--- config.mk ---
export PLATFORM = sky130hd
export DESIGN_NAME = bba_ctrl
export DESIGN_NICKNAME = d
export VERILOG_FILES = /design/src/hw/rtl/bba_pkg.sv /design/src/hw/rtl/bba_ctrl.sv
export SDC_FILE = /design/constraint.sdc
export NUM_CORES = 1
export LEC_CHECK = 0
export BUFFER_PORTS_ARGS = -buffer_cell sky130_fd_sc_hd__buf_2
export CAP_MARGIN = 20
export CORE_AREA = 2 2 39 41
export CTS_CLUSTER_DIAMETER = 50
export CTS_CLUSTER_SIZE = 20
export DETAILED_ROUTE_END_ITERATION = 8
export DIE_AREA = 0 0 41 43
export PLACE_DENSITY = 0.55
export RECOVER_POWER = 25
export SYNTH_ARGS = -nofsm -noshare
export SYNTH_HDL_FRONTEND = slang
export SYNTH_SLANG_ARGS = --single-unit
export TNS_END_PERCENT = 1
--- constraint.sdc ---
create_clock -name clk -period 1.85 [get_ports clk]
set_input_delay 0.185 -clock clk [delete_from_list [all_inputs] [get_ports clk]]
set_output_delay 0.185 -clock clk [all_outputs]
set_load 0.01 [all_outputs]
--- src/hw/rtl/bba_pkg.sv ---
`timescale 1ns / 1ps
// shared constants, control/status word types and helper functions for the buddy allocator
// no dependencies

package bba_pkg;

  localparam int NUM_BLOCKS  = 1024;
  localparam int LOG2_BLOCKS = $clog2(NUM_BLOCKS);
  localparam int ADDR_W      = LOG2_BLOCKS + 1;          // heap index, 1-based
  localparam int TREE_DEPTH  = 2 ** ADDR_W;              // entry 0 unused
  localparam int SIZE_W      = LOG2_BLOCKS + 1;
  localparam int OFF_W       = LOG2_BLOCKS;
  localparam int K_W         = $clog2(LOG2_BLOCKS + 2);  // size exponent, up to log2+1

  // commands from the sequencer to the datapath
  typedef struct packed {
    logic init_step;
    logic load;
    logic check;
    logic desc;
    logic mark;
    logic climb;
    logic fscan;
    logic fail;
    logic emit;
  } bba_cmd_t;

  // status from the datapath to the sequencer
  typedef struct packed {
    logic init_last;
    logic alloc_fail;
    logic root_target;
    logic desc_last;
    logic at_root;
    logic climb_last;
    logic scan_hit;
  } bba_stat_t;

  // exponent of the smallest power of two not below req, zero counting as one
  function automatic logic [K_W-1:0] ceil_log2(input logic [SIZE_W-1:0] req);
    logic [SIZE_W-1:0] m;
    logic [K_W-1:0]    r;
    m = req - SIZE_W'(1);
    r = '0;
    if (req > SIZE_W'(1)) begin
      for (int i = 0; i < SIZE_W; i++) begin
        if (m[i]) r = K_W'(i + 1);
      end
    end
    return r;
  endfunction

  function automatic logic [SIZE_W-1:0] pow2(input logic [K_W-1:0] k);
    return SIZE_W'(1) << k;
  endfunction

  // first block covered by heap node h of size 2**k
  function automatic logic [OFF_W-1:0] node_offset(input logic [ADDR_W-1:0] h,
                                                   input logic [K_W-1:0]    k);
    logic [ADDR_W+LOG2_BLOCKS-1:0] wide;
    wide = {{LOG2_BLOCKS{1'b0}}, h} << k;
    return wide[OFF_W-1:0];
  endfunction

endpackage

--- src/hw/rtl/bba_ctrl.sv ---
`timescale 1ns / 1ps
// sequencer for the buddy allocator: clearing pass, descent, leaf scan, mark and climb
// depends on bba_pkg

module bba_ctrl import bba_pkg::*; (
  input  logic      clk,
  input  logic      rst_n,
  input  logic      start,
  input  logic      kind,
  input  bba_stat_t stat,
  output bba_cmd_t  cmd,
  output logic      busy
);

  localparam logic [2:0] S_INIT    = 3'd0;
  localparam logic [2:0] S_IDLE    = 3'd1;
  localparam logic [2:0] S_A_CHECK = 3'd2;
  localparam logic [2:0] S_A_DESC  = 3'd3;
  localparam logic [2:0] S_F_SCAN  = 3'd4;
  localparam logic [2:0] S_MARK    = 3'd5;
  localparam logic [2:0] S_CLIMB   = 3'd6;

  logic [2:0] state_r;
  logic [2:0] state_nxt;

  always_comb begin
    state_nxt = state_r;
    cmd       = '0;
    case (state_r)
      S_INIT: begin
        cmd.init_step = 1'b1;
        if (stat.init_last) state_nxt = S_IDLE;
      end
      S_IDLE: begin
        if (start) begin
          cmd.load  = 1'b1;
          state_nxt = kind ? S_F_SCAN : S_A_CHECK;
        end
      end
      S_A_CHECK: begin
        if (stat.alloc_fail) begin
          cmd.fail  = 1'b1;
          cmd.emit  = 1'b1;
          state_nxt = S_IDLE;
        end else if (stat.root_target) begin
          state_nxt = S_MARK;
        end else begin
          cmd.check = 1'b1;
          state_nxt = S_A_DESC;
        end
      end
      S_A_DESC: begin
        cmd.desc = 1'b1;
        if (stat.desc_last) state_nxt = S_MARK;
      end
      S_F_SCAN: begin
        if (stat.scan_hit) begin
          state_nxt = S_MARK;
        end else if (stat.at_root) begin
          cmd.fail  = 1'b1;
          cmd.emit  = 1'b1;
          state_nxt = S_IDLE;
        end else begin
          cmd.fscan = 1'b1;
        end
      end
      S_MARK: begin
        cmd.mark = 1'b1;
        if (stat.at_root) begin
          cmd.emit  = 1'b1;
          state_nxt = S_IDLE;
        end else begin
          state_nxt = S_CLIMB;
        end
      end
      S_CLIMB: begin
        cmd.climb = 1'b1;
        if (stat.climb_last) begin
          cmd.emit  = 1'b1;
          state_nxt = S_IDLE;
        end
      end
      default: begin
        state_nxt = S_IDLE;
      end
    endcase
  end

  always_ff @(posedge clk) begin
    if (!rst_n) begin
      state_r <= S_INIT;
    end else begin
      state_r <= state_nxt;
    end
  end

  assign busy = (state_r != S_IDLE);

endmodule

; ---- Word-level counts from Yosys, hierarchy flattened
; Index checks and enable logic that the tools add are counted.
[word_totals]
ff_bits = 3
word_cells = 44
output_inout_bits = 10
in_bits = 11
[op_classes]
eq_ne = 12
n_reduce_logical = 2
n_mux = 29
[op_table]
columns = op, count
row1 = 3-bit two-way mux, 11
row2 = 3-bit one-hot mux with 7 select lines, 1
row3 = 1-bit two-way mux, 13
row4 = "3-bit == test, second input constant", 3
row5 = "2-bit != test, second input constant", 4
row6 = "3-bit by 2-bit == test with 1-bit output, second input constant", 2
row7 = 5-bit AND reduction, 1
row8 = 2-bit two-way mux, 2
row9 = 1-bit one-hot mux with 4 select lines, 1
row10 = "3-bit by 1-bit == test with 1-bit output, second input constant", 1
row11 = 3-bit logical NOT, 1
row12 = "3-bit by 1-bit != test with 1-bit output, second input constant", 1
row13 = "3-bit != test, second input constant", 1
row14 = 1-bit one-hot mux with 2 select lines, 1

; ---- Longest topological paths before layout
; Gate-level depths: netlist of run 1.
[depth]
depth_word = 3
depth_mapped = 5
mapped_depth_nobuf = 4

; ---- Worst setup path after synthesis of run 1
; Ideal clock, no wire load.
[synth_path]
path_type = flip-flop to output port
from = reg state_r[2]
to = out cmd[0] (netlist bit)
path_buffers = 1
required_ps = 1665
stages_incl_launch_ff = 6
arrival_ps = 1143
slack_ps = 522
path_cell_list = dfxtp_1 > buf_6 > nor2b_1 > a32oi_1 > nor2_1 > a21o_1
[synth_lines]
columns = item, line
row1 = start: declaration, bba_ctrl.sv:23  ; logic [2:0] state_r;
row2 = start signal: assignment, bba_ctrl.sv:93  ; state_r <= state_nxt;
row3 = end: declaration, bba_ctrl.sv:11  ; output bba_cmd_t cmd,

==> reports/results.txt, run 1 <==
CP endpoint kind: output pin
Fmax: 593 MHz
Synthesized flop and latch total: 3
Status: finished clean
Power per Cell Area: 495 nW/um^2
Number of global-route vias before repair: 375
CP Cell Sequence: nor2b_2, nand2_1, o21ai_0, a21o_1, buf_2
Final core area utilization: 37.1%
Height of the die: 43 um
Clock transition at the registers of the reported paths: 0.04 ns
Die area: 1760 sq um
Netlist cell types: 26
Root buffer cell: clkbuf_4
Post-route ant nets: 0
Wirelength per Cell: 10.8 um
Leakage: 0.252 nW
CP Max Fanout: 12
Largest register FFs: 3
Max-Cap Viols: 0
GRT Residual Overflow: 0
Final GP Congestion: 0.764
CTS tree: done
Core Area: 1380 sq um
Via count: 424
Min cycle time layout: 1.69 ns
Reg with most FFs: state_r
First-pass GRT wire length: 1.49 mm
Adder-cell share of the synthesized area: 0%
Cell taking the most area after synthesis: dfxtp_1
Top post-synthesis cells by area: dfxtp_1 16%, mux2i_1 7.8%, nand2b_1 6.5%, and2_1 4.9%, nor2_1 4.9%
CTS Buf Count: 3
Cell row count: 14
FFs w/ async S/R, synth: 0%
Tcrit/Tclk final: 91.1%
Final-stage net count: 83
Largest net degree at the start of global routing: 14
P&R area growth vs syn: 32.7%
Peak supply drop: 0.000262 V
Worst clock skew: 0.00378 ns
Max Transition Viols Final: 0
Residual DRC: 0
Routed vias/inst: 4.87
Synth Area in Compound Gates: 26.2%
Slowest stage delay, CP: 0.56 ns
Least-Margin Pin Slew: 0.414 ns
Post-synth EDFFs: 0
Mapped Nets: 61
H-Tree Depth: 1
Die span in x: 41 um
Initial antenna violation count: 0
Setup CP Type: reg -> out
Layout cell share with drive strength beyond 1: 40.8%
Slowest cell on the critical path: dfxtp_1
Slew headroom: 72.4%
Diode count: 0
Top cells by count, synth: 5 x nor2_1, 4 x nand2b_1
Clock sink count: 3
Post-detailed-routing wire length: 936 um
Starting Density: 27.9%
# port buffers: 20
Initial DRC Count: 4
Delay-heaviest family, CP: flip-flops
Bufs and invs on worst path: 1
Primary FF master, synth: dfxtp_1
Top-count cell post-synth: nor2_1
Post-CTS setup buffers: 0
Sequential fraction of the synthesis area: 15.5%
I/O pin count: 21
Syn Area/Cell: 7.73 sq um
Pre-Repair DR Iteration Count: 4
Hold/Removal Path Class: in -> reg
Clk_lat worst skew: 0.24 ns
Clk buf depth: 2
Post-Syn Instances: 50
Area share of xor/xnor cells in the synthesized design: 0%
Setup crit start kind: register
Synth Area in Simple Gates: 42.1%
Endpoints failing hold: 0
Crit path DAT: 1.50 ns
Total GRT Usage: 12.4%
Multiplexer area fraction after synthesis: 7.77%
Yosys warns: 0
Cell Area, Synth: 387 sq um
RSZ-0062 raised after global routing: no
Setup-failing EPs final: 0
Biggest regs: state_r (3)
Setup_tns: 0 ns
Top cell type's share of synthesized area: 15.5%
Cts hold-fix bufs: 0
CP required: 1.66 ns
Main combinational cell family by area after synthesis: simple AND/OR/NAND/NOR gates
[kinds of logic after synthesis]
| kind of cell | Yosys count |
|---|---|
| AO/OA/AOI/OAI | 12 |
| buffers and inverters | 6 |
| flip-flops | 3 |
| multiplexers | 3 |
| AND/OR/NAND/NOR | 26 |
[what timing repair did]
| action | CTS | global route |
|---|---|---|
| endpoints found under the setup margin | 0 | 2 |
| endpoints found under the hold margin | 0 | 0 |
| resized for setup | 0 | 2 |
[cells in the final DEF (no fill, tap or decap)]
cell type	count
a21boi_1	1
a21o_1	2
a21oi_4	1
a221oi_1	1
a31o_1	1
a32oi_1	2
and2_1	3
buf_2	19
clkbuf_1	2
clkbuf_4	3
dfxtp_1	1
dfxtp_2	2
inv_1	3
mux2i_1	3
nand2_1	3
nand2b_1	4
nor2_1	5
nor2b_1	3
nor2b_2	2
nor3_1	1
nor3b_1	2
nor4_1	1
nor4b_2	1
o21ai_0	2
o21ba_1	1
o21bai_1	1
or3_4	1
[report_power, final]
| part | switching [mW] | internal, mW | leakage (nW) |
|---|---|---|---|
| registers | 0.00874 | 0.0678 | 0.0255 |
| logic | 0.0277 | 0.0304 | 0.211 |
| clock network | 0.0385 | 0.0811 | 0.0150 |
[worst reg2reg max path, stage by stage (launching register included)]
cell      delay (ns)
dfxtp_1         0.56
nand2b_1        0.14
a32oi_1         0.24
o21ba_1         0.17
a31o_1          0.18
[path summary, 6_finish.rpt]
check | from | to | slack [ns] | cells after the start
setup / recovery | state_r[0] | cmd[0] | 0.16 | 5
setup reg to reg | state_r[0] | state_r[1] | 0.44 | 4
hold reg to reg | state_r[1] | state_r[1] | 0.62 | 1
hold / removal | rst_n | state_r[2] | 0.21 | 3
[metal layers]
metal / wire [um] / track usage (%) / vias up
met5: 0 / 0 / -
met4: 8 / 8.00 / 0
met3: 66 / 3.14 / 2
met2: 418 / 17.8 / 18
met1: 443 / 15.7 / 184
li1: - / - / 220
[metrics by stage]
step	setup WS, ns	cells	power [mW]	instance area (sq um)	hold WS [ns]
CTS	0.0875	87	0.258	512	0.212
floorplan	0.522	50	0.112	387	0.300
global route	0.0523	87	0.271	513	0.243
global placement	0.350	83	0.137	485	0.463
detailed placement	0.324	83	0.137	485	0.458
finish	0.164	87	0.254	513	0.212
[layout make-up]
class	instances	area (sq um)
clock buffers	4	26.3
fillers	164	871
inverters	3	11.3
multi-input cells	41	294
flip-flops and latches	3	62.6
well taps	16	20.0
repair buffers	20	98.8
Note: power is estimated with default switching activity, not from simulation.
==> inputs of run 2 (changes only) <==
ABC_AREA = 1   (was unset)
PLACE_DENSITY = 0.61   (was 0.55)
SETUP_SLACK_MARGIN = 0.15   (was unset)
==> reports/results.txt, run 2 <==
Sw frac: 41.4% (was 29.5%)
Clock transition at the registers of the reported paths: 0.04 ns (about the same)
CTS tree: done (unchanged)
First-pass GRT wire length: 1.69 mm (was 1.49 mm)
Clock share of power: 30.6% (was 47.1%)
Cts hold-fix bufs: 0 (unchanged)
# port buffers: 20 (unchanged)
Cell row count: 14 (unchanged)
Post-CTS setup buffers: 0 (unchanged)
Peak supply drop: 0.000487 V (was 0.000262 V)
Routed vias/inst: 4.61 (was 4.87)
Fmax: 686 MHz (was 593 MHz)
Layout cell share with drive strength beyond 1: 48.9% (was 40.8%)
Leakage: 0.358 nW (was 0.252 nW)
Die area: 1760 sq um (unchanged)
Setup_tns: 0 ns (unchanged)
Setup CP Type: reg -> out (unchanged)
Slowest stage delay, CP: 0.46 ns (was 0.56 ns)
Die span in x: 41 um (unchanged)
Endpoints failing hold: 0 (unchanged)
CP endpoint kind: output pin (unchanged)
Post-Syn Instances: 72 (was 50)
Multiplexer area fraction after synthesis: 0% (was 7.77%)
Sequential fraction of the synthesis area: 13.0% (was 15.5%)
Total GRT Usage: 13.7% (was 12.4%)
Mapped Nets: 83 (was 61)
Top post-synthesis cells by area: dfxtp_1 13%, inv_1 11%, nand3_2 11%, nor2_1 7.3%, buf_6 7.3% (was dfxtp_1 16%, mux2i_1 7.8%, nand2b_1 6.5%, and2_1 4.9%, nor2_1 4.9%)
Post-synth EDFFs: 0 (unchanged)
Top-count cell post-synth: inv_1 (was nor2_1)
Comb pwr share: 42.1% (was 22.8%)
CP Cell Sequence: inv_6, nor2_4, nand3_1, o21ai_2, a21oi_1, o21ai_0, buf_2 (was nor2b_2, nand2_1, o21ai_0, a21o_1, buf_2)
Primary FF master, synth: dfxtp_1 (unchanged)
Post-route ant nets: 0 (unchanged)
Synth Area in Compound Gates: 12.5% (was 26.2%)
Initial DRC Count: 3 (was 4)
Largest net degree at the start of global routing: 12 (was 14)
H-Tree Depth: 1 (unchanged)
Initial antenna violation count: 0 (unchanged)
Highest-count cells in the layout ignoring fill and taps: 20 x buf_2, 14 x inv_1, 9 x nor2_1, 6 x nand2_1, 6 x nand3_1 (was 19 x buf_2, 5 x nor2_1, 4 x nand2b_1)
FFs w/ async S/R, synth: 0% (unchanged)
Adder-cell share of the synthesized area: 0% (unchanged)
Slowest cell on the critical path: dfxtp_2 (was dfxtp_1)
Pre-Repair DR Iteration Count: 2 (was 4)
Synth Area in Simple Gates: 52.3% (was 42.1%)
RSZ-0062 raised after global routing: no (unchanged)
Fillers: 158 (was 164)
Cell taking the most area after synthesis: dfxtp_1 (unchanged)
GRT Residual Overflow: 0 (unchanged)
Delay-heaviest family, CP: flip-flops (unchanged)
P&R area growth vs syn: 23.3% (was 32.7%)
Largest register FFs: 3 (unchanged)
Dpl hpwl: 873 um
Post-detailed-routing wire length: 1.02 mm (was 936 um)
Worst hold path startpoint: rst_n (unchanged)
R2R Path Start: state_r[2] (was state_r[0])
I/O pin count: 21 (unchanged)
Residual DRC: 0 (unchanged)
CP required: 1.66 ns (about the same)
CP Max Fanout: 8 (was 12)
Root buffer cell: clkbuf_4 (unchanged)
Commonest non-fill, non-tap cell in the layout: buf_2 (unchanged)
Status: finished clean (unchanged)
Clk_lat worst skew: 0.24 ns (about the same)
Netlist cell types: 22 (was 26)
Area share of xor/xnor cells in the synthesized design: 0% (unchanged)
Main combinational cell family by area after synthesis: simple AND/OR/NAND/NOR gates (unchanged)
Slew headroom: 82.9% (was 72.4%)
Wirelength per Cell: 9.24 um (was 10.8 um)
Final-stage net count: 106 (was 83)
Top cell type's share of synthesized area: 13.0% (was 15.5%)
Yosys warns: 0 (unchanged)
Setup-failing EPs final: 0 (unchanged)
Diode count: 0 (unchanged)
Clock sink count: 3 (unchanged)
Hold/Removal Path Class: in -> reg (unchanged)
Core Area: 1380 sq um (unchanged)
Biggest regs: state_r (3) (unchanged)
Cell-internal power: 223 uW (was 179 uW)
Number of global-route vias before repair: 430 (was 375)
Power per Cell Area: 668 nW/um^2 (was 495 nW/um^2)
Final GP Congestion: 0.730 (was 0.764)
Top cells by count, synth: 14 x inv_1, 9 x nor2_1, 6 x nand2_1 (was 5 x nor2_1, 4 x nand2b_1)
Bufs and invs on worst path: 2 (was 1)
Syn Area/Cell: 6.41 sq um (was 7.73 sq um)
Switching pwr: 157 uW (was 74.9 uW)
Synthesized flop and latch total: 3 (unchanged)
Sequential power share: 27.3% (was 30.1%)
Worst clock skew: 0.00815 ns (was 0.00378 ns)
Max-Cap Viols: 0 (unchanged)
Setup crit start kind: register (unchanged)
Via count: 507 (was 424)
Height of the die: 43 um (unchanged)
Max Transition Viols Final: 0 (unchanged)
Cell Area, Synth: 462 sq um (was 387 sq um)
Least-Margin Pin Slew: 0.257 ns (was 0.414 ns)
Starting Density: 33.4% (was 27.9%)
Min cycle time layout: 1.46 ns (was 1.69 ns)
Reg with most FFs: state_r (unchanged)
Total power: 380 uW (was 254 uW)
Crit path DAT: 1.27 ns (was 1.50 ns)
CTS Buf Count: 3 (unchanged)
Clk buf depth: 2 (unchanged)
Tcrit/Tclk final: 78.8% (was 91.1%)
Crit. Startpoint: state_r[1] (was state_r[0])
## run 2: cell type report
| type | instances | area [sq um] | area share (%) |
|---|---|---|---|
| multi-input combinational | 49 | 287 | 50.3 |
| clock buffer | 4 | 26.3 | 4.62 |
| tap | 16 | 20.0 | 3.52 |
| inverter | 17 | 68.8 | 12.1 |
| sequential | 3 | 63.8 | 11.2 |
| timing repair buffer | 21 | 104 | 18.2 |
## run 2: kinds of logic (layout without fill, tap and decap cells)
kind of cell,after synthesis,count (layout)
and+or+nand+nor,39,39
buffers and inverters,20,42
AOI/OAI and AO/OA,10,10
DFF,3,3
## run 2: power groups by stage
stage | Combinational, mW | Clock [mW] | Sequential (mW)
2_1_floorplan | 0.156 | 0 | 0.0792
6_report | 0.160 | 0.116 | 0.104
5_1_grt | 0.181 | 0.124 | 0.107
3_5_place_dp | 0.165 | 0 | 0.105
4_1_cts | 0.166 | 0.120 | 0.104
3_3_place_gp | 0.164 | 0 | 0.105
## run 2: worst paths after layout
kind | end | slack (ns) | cells after the start
worst max-delay path | cmd[0] | 0.39 | 7
worst min-delay path | state_r[0] | 0.14 | 3
worst max register to register | state_r[2] | 0.65 | 7
worst min register to register | state_r[1] | 0.59 | 2
## run 2: repair_timing
action / 4_1_cts / 5_1_grt
gates resized for setup: 0 / 3
hold endpoints to repair: 0 / 0
setup endpoints to repair: 0 / 1
## run 2: layer usage
layer  track usage, %  part of all wire, %  vias to the layer above
met5                0                    0                        -
met4             4.00                  1.3                        0
met3             3.66                  5.0                        2
met2             23.4                   51                       11
met1             15.7                   43                      223
li1                 -                    -                      271
## run 2: through the flow
stage	hold slack [ns]	utilization [%]	worst slack (ns)	area, sq um	cells
after floorplan	0.283	-	0.677	462	72
after global placement	0.392	40.1	0.476	556	106
after detailed placement	0.389	40.1	0.450	556	106
after CTS	0.141	42.0	0.197	582	110
after global routing	0.162	41.1	0.277	569	110
final	0.143	41.1	0.392	569	110
## run 2: worst register-to-register path, cell delays in order, from the launching register on
cell and delay, ns:
dfxtp_2 0.47, clkbuf_1 0.17, nor2_2 0.06, nand2_1 0.07
nand2_2 0.07, nor2_1 0.13, nand2_2 0.06, a21oi_2 0.10
==> inputs of run 3 (changes only) <==
clock period = 1.5 ns   (was 1.85 ns; I/O delays follow)
==> reports/results.txt, run 3 (synthesis results as in run 2) <==
Number of global-route vias before repair: 473 (was 430)
First-pass GRT wire length: 1.75 mm (was 1.69 mm)
P&R area growth vs syn: 40.9% (was 23.3%)
Fmax: 750 MHz
Commonest non-fill, non-tap cell in the layout: buf_2 (unchanged)
Clock share of power: 27.5% (was 30.6%)
I/O pin count: 21 (unchanged)
Cell-internal power: 305 uW (was 223 uW)
Reg with most FFs: state_r (unchanged)
GRT Residual Overflow: 0 (unchanged)
R2R cell count: 8 (was 7)
Diode count: 0 (unchanged)
Least-Margin Pin Slew: 0.233 ns (was 0.257 ns)
Clk buf depth: 2 (unchanged)
Setup crit start kind: register (unchanged)
Max-Cap Viols: 0 (unchanged)
Dpl cells: 108 (was 106)
Clock transition at the registers of the reported paths: 0.04 ns (about the same)
Setup CP Type: reg -> out (unchanged)
Hold/Removal Path Class: in -> reg (unchanged)
Final GP Congestion: 0.815 (was 0.730)
Reg area: 67.6 sq um (was 63.8 sq um)
Peak supply drop: 0.000448 V (was 0.000487 V)
Hold path cells: 3 (unchanged)
Sequential power share: 23.0% (was 27.3%)
Clock sink count: 3 (unchanged)
Dpl hpwl: 884 um (was 873 um)
Height of the die: 43 um (unchanged)
Min cycle time layout: 1.33 ns
Via count: 512 (was 507)
Total GRT Usage: 14.4% (was 13.7%)
Comb pwr share: 49.5% (was 42.1%)
# port buffers: 20 (unchanged)
Post-Layout Cell Count: 115 (was 110)
Setup_tns: 0 ns (unchanged)
CP endpoint kind: output pin (unchanged)
RSZ-0062 raised after global routing: yes (was no)
Die area: 1760 sq um (unchanged)
CP Max Fanout: 7 (was 8)
Initial antenna violation count: 0 (unchanged)
Wirelength per Cell: 9.69 um (was 9.24 um)
Root buffer cell: clkbuf_4 (unchanged)
Tcrit/Tclk final: 88.9%
Largest net degree at the start of global routing: 8 (was 12)
Leakage: 0.394 nW (was 0.358 nW)
Cts hold-fix bufs: 0 (unchanged)
Post-detailed-routing wire length: 1.11 mm (was 1.02 mm)
Slowest cell on the critical path: dfxtp_1 (was dfxtp_2)
Final-stage net count: 111 (was 106)
Pre-Repair DR Iteration Count: 4 (was 2)
Core Area: 1380 sq um (unchanged)
Switching pwr: 218 uW (was 157 uW)
Status: finished clean (unchanged)
Initial DRC Count: 3 (unchanged)
Largest register FFs: 3 (unchanged)
Multi-input gate area: 317 sq um (was 287 sq um)
Post-route ant nets: 0 (unchanged)
Die span in x: 41 um (unchanged)
CP Cell Sequence: buf_6, nor2_4, nand3_2, o21ai_2, a21oi_1, o21ai_1, buf_2 (was inv_6, nor2_4, nand3_1, o21ai_2, a21oi_1, o21ai_0, buf_2)
Endpoints failing hold: 0 (unchanged)
Power per Cell Area: 805 nW/um^2 (was 668 nW/um^2)
Setup-failing EPs final: 0 (unchanged)
Starting Density: 33.4% (unchanged)
Routed vias/inst: 4.45 (was 4.61)
H-Tree Depth: 1 (unchanged)
Slew headroom: 84.3% (was 82.9%)
Highest-count cells in the layout ignoring fill and taps: 20 x buf_2, 14 x inv_1, 8 x nor2_1, 6 x nand3_2, 6 x nand2_1 (was 20 x buf_2, 14 x inv_1, 9 x nor2_1, 6 x nand2_1, 6 x nand3_1)
Max Transition Viols Final: 0 (unchanged)
Worst clock skew: 0.00495 ns (was 0.00815 ns)
CTS Buf Count: 3 (unchanged)
Crit path DAT: 1.18 ns (was 1.27 ns)
Cell row count: 14 (unchanged)
Fillers: 150 (was 158)
Clk_lat worst skew: 0.23 ns (was 0.24 ns)
Final core area utilization: 47.0% (was 41.1%)
Layout cell share with drive strength beyond 1: 54.5% (was 48.9%)
CP required: 1.35 ns (was 1.66 ns)
CTS tree: done (unchanged)
Sw frac: 41.7% (was 41.4%)
Biggest regs: state_r (3) (unchanged)
Residual DRC: 0 (unchanged)
Slowest stage delay, CP: 0.30 ns (was 0.46 ns)
## run 3: final timing paths
check | startpoint | slack (ns) | end
hold reg to reg | state_r[1] | 0.56 | state_r[1]
hold / removal | rst_n | 0.12 | state_r[0]
setup reg to reg | state_r[2] | 0.29 | state_r[1]
setup / recovery | state_r[2] | 0.17 | cmd[0]
## run 3: cell type report
| type | count | area share [%] |
|---|---|---|
| clock buffer | 4 | 4.04 |
| inverter | 17 | 11.0 |
| multi-input combinational | 49 | 48.7 |
| sequential | 3 | 10.4 |
| tap | 16 | 3.08 |
| timing repair buffer | 26 | 22.9 |
## run 3: power groups by stage
| stage | Clock [mW] | Combinational, mW | Sequential, mW |
|---|---|---|---|
| finish | 0.144 | 0.259 | 0.121 |
| CTS | 0.149 | 0.253 | 0.118 |
| global route | 0.151 | 0.291 | 0.123 |
| floorplan | 0 | 0.192 | 0.0977 |
| global placement | 0 | 0.232 | 0.113 |
| detailed placement | 0 | 0.232 | 0.114 |
## run 3: through the flow
stage,total power [mW],hold slack (ns),instance area [sq um],setup WS [ns]
2_1_floorplan,0.290,0.248,462,0.362
3_3_place_gp,0.345,0.358,571,0.184
3_5_place_dp,0.346,0.361,571,0.183
4_1_cts,0.520,0.120,643,0.135
5_1_grt,0.565,0.146,651,0.0949
6_report,0.524,0.120,651,0.166
## run 3: critical path, delay by kind of cell (launching register included)
kind / cells / cell delay (ns)
compound gates: 3 / 0.18
buf+inv: 2 / 0.27
flops: 1 / 0.30
simple gates: 2 / 0.20
## run 3: metal layers
layer	part of all wire (%)	track usage [%]	vias up
met5	0	0	-
met4	0	8.67	0
met3	3.2	1.57	0
met2	57	24.4	7
li1	-	-	277
met1	40	16.0	228
## run 3: repair_timing
| action | in CTS | in global routing |
|---|---|---|
| resized for setup | 8 | 3 |
| setup buffers | 3 | 0 |
| setup endpoints to repair | 5 | 2 |
